**config.mk**
```make
export PLATFORM = sky130hd
export DESIGN_NAME = crs_len_div
export DESIGN_NICKNAME = d
export VERILOG_FILES = /design/src/rtl/crs_pkg.sv /design/src/rtl/crs_len_div.sv
export SDC_FILE = /design/constraint.sdc
export NUM_CORES = 1
export LEC_CHECK = 0
export BUFFER_PORTS_ARGS = -buffer_cell sky130_fd_sc_hd__buf_2
export CAP_MARGIN = 0
export CORE_ASPECT_RATIO = 1.4
export CORE_MARGIN = 3
export CORE_UTILIZATION = 55
export DETAILED_ROUTE_END_ITERATION = 8
export GPL_TIMING_DRIVEN = 1
export PLACE_DENSITY = 0.71
export SETUP_SLACK_MARGIN = 0.02
export SLEW_MARGIN = 15
export SYNTH_ARGS = -nofsm -noshare
export SYNTH_HDL_FRONTEND = slang
export SYNTH_SLANG_ARGS = --single-unit
export TNS_END_PERCENT = 1
```
**constraint.sdc**
```tcl
create_clock -name i_clk -period 8.5 [get_ports i_clk]
set_input_delay 1.275 -clock i_clk [delete_from_list [all_inputs] [get_ports i_clk]]
set_output_delay 1.275 -clock i_clk [all_outputs]
set_load 0.005 [all_outputs]
```
**src/rtl/crs_pkg.sv**
```systemverilog
// Shared types, constants and gain tables for the stereo comb reverb.
// Depends on nothing; imported by crs_len_div and comb_reverb_stereo_unit.
package crs_pkg;

    localparam int SAMPLE_W   = 32;
    localparam int CFG_IDX_W  = 3;
    localparam int CFG_DATA_W = 18;
    localparam int RATE_W     = 18;
    localparam int BASE_W     = 11;
    localparam int PROD_W     = BASE_W + RATE_W;
    localparam int PCT_W      = 7;
    localparam int FSB_W      = 5;
    localparam int GAIN_W     = 25;
    localparam int MUL_A_W    = 33;
    localparam int MUL_B_W    = GAIN_W + 1;
    localparam int MUL_P_W    = MUL_A_W + MUL_B_W;
    localparam int RATE_BASIS = 44100;

    localparam longint Q24_ONE = 64'sd1 << 24;
    localparam logic [GAIN_W-1:0] Q24_UNITY = 25'h100_0000;

    localparam logic [CFG_IDX_W-1:0] REG_ENABLED     = 3'd0;
    localparam logic [CFG_IDX_W-1:0] REG_ROOM_SIZE   = 3'd1;
    localparam logic [CFG_IDX_W-1:0] REG_DAMPING     = 3'd2;
    localparam logic [CFG_IDX_W-1:0] REG_WET_MIX     = 3'd3;
    localparam logic [CFG_IDX_W-1:0] REG_SAMPLE_RATE = 3'd4;
    localparam logic [CFG_IDX_W-1:0] REG_FULL_SCALE  = 3'd5;
    localparam logic [CFG_IDX_W-1:0] REG_STEREO      = 3'd6;

    localparam logic [BASE_W-1:0] TUNING [8] = '{
        11'd1116, 11'd1188, 11'd1277, 11'd1356,
        11'd1139, 11'd1211, 11'd1300, 11'd1379
    };

    typedef struct packed {
        logic signed [SAMPLE_W-1:0] left_in;
        logic signed [SAMPLE_W-1:0] right_in;
    } t_in_beat;

    typedef struct packed {
        logic signed [SAMPLE_W-1:0] left_out;
        logic signed [SAMPLE_W-1:0] right_out;
    } t_out_beat;

    typedef logic [127:0][GAIN_W-1:0] t_gain_tab;

    function automatic t_gain_tab fb_tab_build();
        t_gain_tab tab;
        longint    r;
        for (int p = 0; p < 128; p++) begin
            r = (p > 100) ? 64'sd100 : longint'(p);
            tab[p] = GAIN_W'((Q24_ONE / 100) * (60 + (r * 35) / 100));
        end
        return tab;
    endfunction

    function automatic t_gain_tab d1_tab_build();
        t_gain_tab tab;
        longint    r;
        for (int p = 0; p < 128; p++) begin
            r = (p > 100) ? 64'sd100 : longint'(p);
            tab[p] = GAIN_W'((Q24_ONE * r * 9) / 1000);
        end
        return tab;
    endfunction

    function automatic t_gain_tab wg_tab_build();
        t_gain_tab tab;
        longint    r;
        for (int p = 0; p < 128; p++) begin
            r = (p > 100) ? 64'sd100 : longint'(p);
            tab[p] = GAIN_W'((r * Q24_ONE) / 100);
        end
        return tab;
    endfunction

    localparam t_gain_tab FB_TAB = fb_tab_build();
    localparam t_gain_tab D1_TAB = d1_tab_build();
    localparam t_gain_tab WG_TAB = wg_tab_build();

    // Base length of a line: first half uses the left set, the rest the right set.
    function automatic logic [BASE_W-1:0] line_base(input logic [3:0] idx,
                                                    input logic [3:0] cnt);
        logic [3:0] half;
        logic [3:0] off;
        half = cnt >> 1;
        off  = idx - half;
        if (idx < half) begin
            return TUNING[{1'b0, idx[1:0]}];
        end else begin
            return TUNING[{1'b1, off[1:0]}];
        end
    endfunction

    function automatic logic signed [SAMPLE_W-1:0] sat32(input logic signed [63:0] v);
        if (v > 64'sd2147483647) begin
            return 32'sh7FFF_FFFF;
        end else if (v < -64'sd2147483648) begin
            return 32'sh8000_0000;
        end else begin
            return v[SAMPLE_W-1:0];
        end
    endfunction

endpackage

```
**src/rtl/crs_len_div.sv**
```systemverilog
// Comb line length unit: base * rate / 44100, clamped to 1..MAX_LINE_LENGTH.
// Product, reciprocal multiply and clamp, each a registered step. Uses crs_pkg.
module crs_len_div #(
    parameter int MAX_LINE_LENGTH = 2048
) (
    input  logic                                   i_clk,
    input  logic                                   i_rst_n,
    input  logic                                   i_start,
    input  logic [crs_pkg::BASE_W-1:0]             i_base,
    input  logic [crs_pkg::RATE_W-1:0]             i_rate,
    output logic                                   o_done,
    output logic [$clog2(MAX_LINE_LENGTH+1)-1:0]   o_len
);
    import crs_pkg::*;

    localparam int LW       = $clog2(MAX_LINE_LENGTH + 1);
    localparam int RECIP_SH = PROD_W + 16;
    localparam int RECIP_W  = RECIP_SH - 15;
    localparam int MP_W     = PROD_W + RECIP_W;
    localparam int QW       = MP_W - RECIP_SH;
    // ceil(2^RECIP_SH / 44100): exact quotient for any PROD_W-bit product
    localparam logic [RECIP_W-1:0] RECIP =
        RECIP_W'(((64'sd1 << RECIP_SH) + RATE_BASIS - 1) / RATE_BASIS);
    localparam logic [QW-1:0] QMAX = QW'(MAX_LINE_LENGTH);

    logic              r_mul_go;
    logic              r_clamp_go;
    logic              r_done;
    logic [PROD_W-1:0] r_prod;
    logic [QW-1:0]     r_q;
    logic [LW-1:0]     r_len;

    logic [MP_W-1:0]   recip_prod;

    assign recip_prod = MP_W'(r_prod) * MP_W'(RECIP);

    always_ff @(posedge i_clk) begin
        if (!i_rst_n) begin
            r_mul_go   <= 1'b0;
            r_clamp_go <= 1'b0;
            r_done     <= 1'b0;
        end else begin
            r_mul_go   <= i_start;
            r_clamp_go <= r_mul_go;
            r_done     <= r_clamp_go;
        end
    end

    always_ff @(posedge i_clk) begin
        if (i_start) begin
            r_prod <= PROD_W'(i_base) * PROD_W'(i_rate);
        end
        if (r_mul_go) begin
            r_q <= recip_prod[MP_W-1:RECIP_SH];
        end
        if (r_clamp_go) begin
            if (r_q == '0) begin
                r_len <= LW'(1);
            end else if (r_q >= QMAX) begin
                r_len <= LW'(MAX_LINE_LENGTH);
            end else begin
                r_len <= LW'(r_q);
            end
        end
    end

    assign o_done = r_done;
    assign o_len  = r_len;

endmodule

```
==> results.sh <==
export IMPL_diodes=0
export IMPL_grt_pass1_vias=17400
export IMPL_die_x_um=176
export IMPL_ant_nets=0
export IMPL_period_minus_slack_ns=7.88
export IMPL_hold_viol=0
export IMPL_synth_edff_count=55
export IMPL_cts_repair_resized=0
export IMPL_post_cts_buffers=0
export IMPL_status="finished clean"
export IMPL_dr_first_iter_drc_count=818
export IMPL_track_usage=0.279
export IMPL_required_ns=8.71
export IMPL_rsz0062_at_grt="false"
export IMPL_clock_fmax_mhz=127
export IMPL_startpoint="r_prod[14]"
export IMPL_netlist_instances=2205
export IMPL_die_h_um=244
export IMPL_holdCritPathClass="reg2reg"
export IMPL_critPathKind="reg2reg"
export IMPL_fin_crit_sh=0.928
export IMPL_crit_arrival_ns=8.09
export IMPL_grt_max_degree=31
export IMPL_clk_latency_ns=0.34
export IMPL_fin_skew_ns=0.00688
export IMPL_maxSlewHeadroom=0.335
export IMPL_min_from="r_q[10]"
export IMPL_worst_pin_slew_ns=0.997
export IMPL_yosys_cell_types_count=63
export IMPL_io_pins=45
export IMPL_synthToLayoutAreaGrowth_pct=4.82
export IMPL_yosys_area_top_type="fa_1"
export IMPL_synthDominantCellAreaShare=0.434
export IMPL_startpoint_type="register"
export IMPL_ys_async_sr_fraction=0
export IMPL_rows=86
export IMPL_ys_seq_elements=58
export IMPL_clkSinkCount=58
export IMPL_first_pass_iters=5
export IMPL_grt_pass1_wl_um=92500
export IMPL_antenna_found_initial=0
export IMPL_cp_end_kind="register"
export IMPL_synth_seq_area_share=0.0767
export IMPL_drv_slew=0
export IMPL_core_area_sq_um=39700
export IMPL_setup_violations=0
export IMPL_place_hpwl_um=49500
export IMPL_drc=0
export IMPL_place_congestion=1.05
export IMPL_cts_tree="built"
export IMPL_avgSynthCellArea_sq_um=10.1
export IMPL_post_drt_wl_per_cell_um=20.2
export IMPL_initial_core_util=0.562
export IMPL_clock_path_buffers=2
export IMPL_cts_buffers=9
export IMPL_setup_tns_ns=0
export IMPL_synthFlopType="edfxtp_1"
export IMPL_grt_overflow=0
export IMPL_synth_area_leaders="fa_1 43%, ha_1 22%, inv_1 11%"
export IMPL_vias=15100
export IMPL_finalNetCount=3131
export IMPL_layout_drive_gt1_share=0.0337
export IMPL_io_buffers=44
export IMPL_netlist_area_sq_um=22300
export IMPL_hold_buffers=0
export IMPL_clock_root_buffer="clkbuf_16"
export IMPL_wl_um=55700
export IMPL_max_cap_violations=0
export IMPL_path_max_fanout=5
export IMPL_r2r_start="r_prod[14]"
export IMPL_yosysWarningCount=0
export IMPL_die_area_sq_um=43000
export IMPL_path_clk_slew_ns=0.06
export IMPL_syn_num_nets=3114
export IMPL_via_per_inst=5.49
export IMPL_htree_num_levels=3
-- registers in the layout (all words and copies together) (netlist names) --
name,flops
r_mul_go,1
o_len,12
r_prod,29
o_done,1
r_clamp_go,1
r_q,14
-- synthesized netlist by cell type, drive strengths merged (2+ instances only) --
cell type and count:
nand2b 6, dfxtp 3, and2 90, o311ai 2, o31a 3, nor4 3, a31oi 3, xor2 18
nor2b 5, a21oi 65, o21a 6, nor3 10, xnor2 24, mux2i 2, nand4 11, a221oi 4
and4 2, nor2 26, a21boi 3, a211oi 3, a311oi 3, a211o 4, edfxtp 55, clkbuf 40
a21o 40, inv 635, o211ai 3, a2111oi 2, ha 393, o21ai 30, and3 7, o221ai 2
o31ai 2, nand3 16, a221o 2, or2 4, nand2 167, o21bai 13, fa 484
-- cells in the final DEF, fill, tap and decap left out, types with 13 or more instances in the layout --
master,count
a21o_1,40
nand2_1,167
buf_2,44
o21ai_0,27
ha_1,393
o21bai_1,13
and2_1,90
xnor2_1,24
inv_1,635
nor2_1,26
nand3_1,16
fa_1,484
xor2_1,18
edfxtp_1,55
a21oi_1,64
-- path summary, 6_finish.rpt --
check / cells past startpoint / to / slack (ns)
max: 21 / r_q[7] / 0.62
min reg2reg: 1 / o_len[10] / 0.62
min: 1 / o_len[10] / 0.62
max reg2reg: 21 / r_q[7] / 0.62
-- cell families after synthesis --
group	after synthesis	share of synthesized area
multiplexers	2	0.000898
flip-flops	58	0.0767
buffers and inverters	675	0.114
AND/OR/NAND/NOR	354	0.0770
AO/OA/AOI/OAI	197	0.0604
adder cells (fa/ha/maj)	877	0.655
XOR/XNOR	42	0.0165
-- stage by stage --
stage	hold slack [ns]	std cells	area [sq um]	util	setup WS [ns]
2_1_floorplan	0.510	2205	22300	-	1.71
3_3_place_gp	0.610	2739	23100	0.581	0.796
3_5_place_dp	0.602	2739	23100	0.581	0.711
4_1_cts	0.626	2755	23400	0.589	0.648
5_1_grt	0.633	2755	23400	0.589	0.313
6_report	0.616	2755	23400	0.589	0.615
-- metal layers --
metal / track usage / routed length [um] / up-vias
li1: - / - / 6785
met1: 0.320 / 20200 / 7762
met2: 0.513 / 29500 / 432
met3: 0.0250 / 2060 / 158
met4: 0.144 / 3990 / 0
met5: 0 / 0 / -
-- critical path, cell delays in order (launching register included) --
cell      delay (ns)
edfxtp_1        0.63
inv_1           0.19
fa_1            0.56
inv_1           0.26
fa_1            0.51
inv_1           0.09
fa_1            0.43
fa_1            0.52
inv_1           0.06
fa_1            0.55
fa_1            0.43
fa_1            0.51
fa_1            0.42
ha_1            0.38
nand4_1         0.17
nor3_1          0.36
nand2_1         0.13
a211o_1         0.30
o211ai_1        0.27
a41oi_1         0.29
or4b_1          0.56
nand3_1         0.11
-- area by class of cell --
type | instances | area, sq um
Sequential cell | 58 | 1710
Timing Repair Buffer | 46 | 235
Clock inverter | 4 | 73.8
Multi-Input combinational cell | 1472 | 18100
Inverter | 635 | 2380
Fill cell | 3423 | 16300
Clock buffer | 12 | 256
Tap cell | 528 | 661
Power is left out: the tool's default activity adds up to more than one toggle a clock period on the data nets, which glitch-free logic cannot reach.
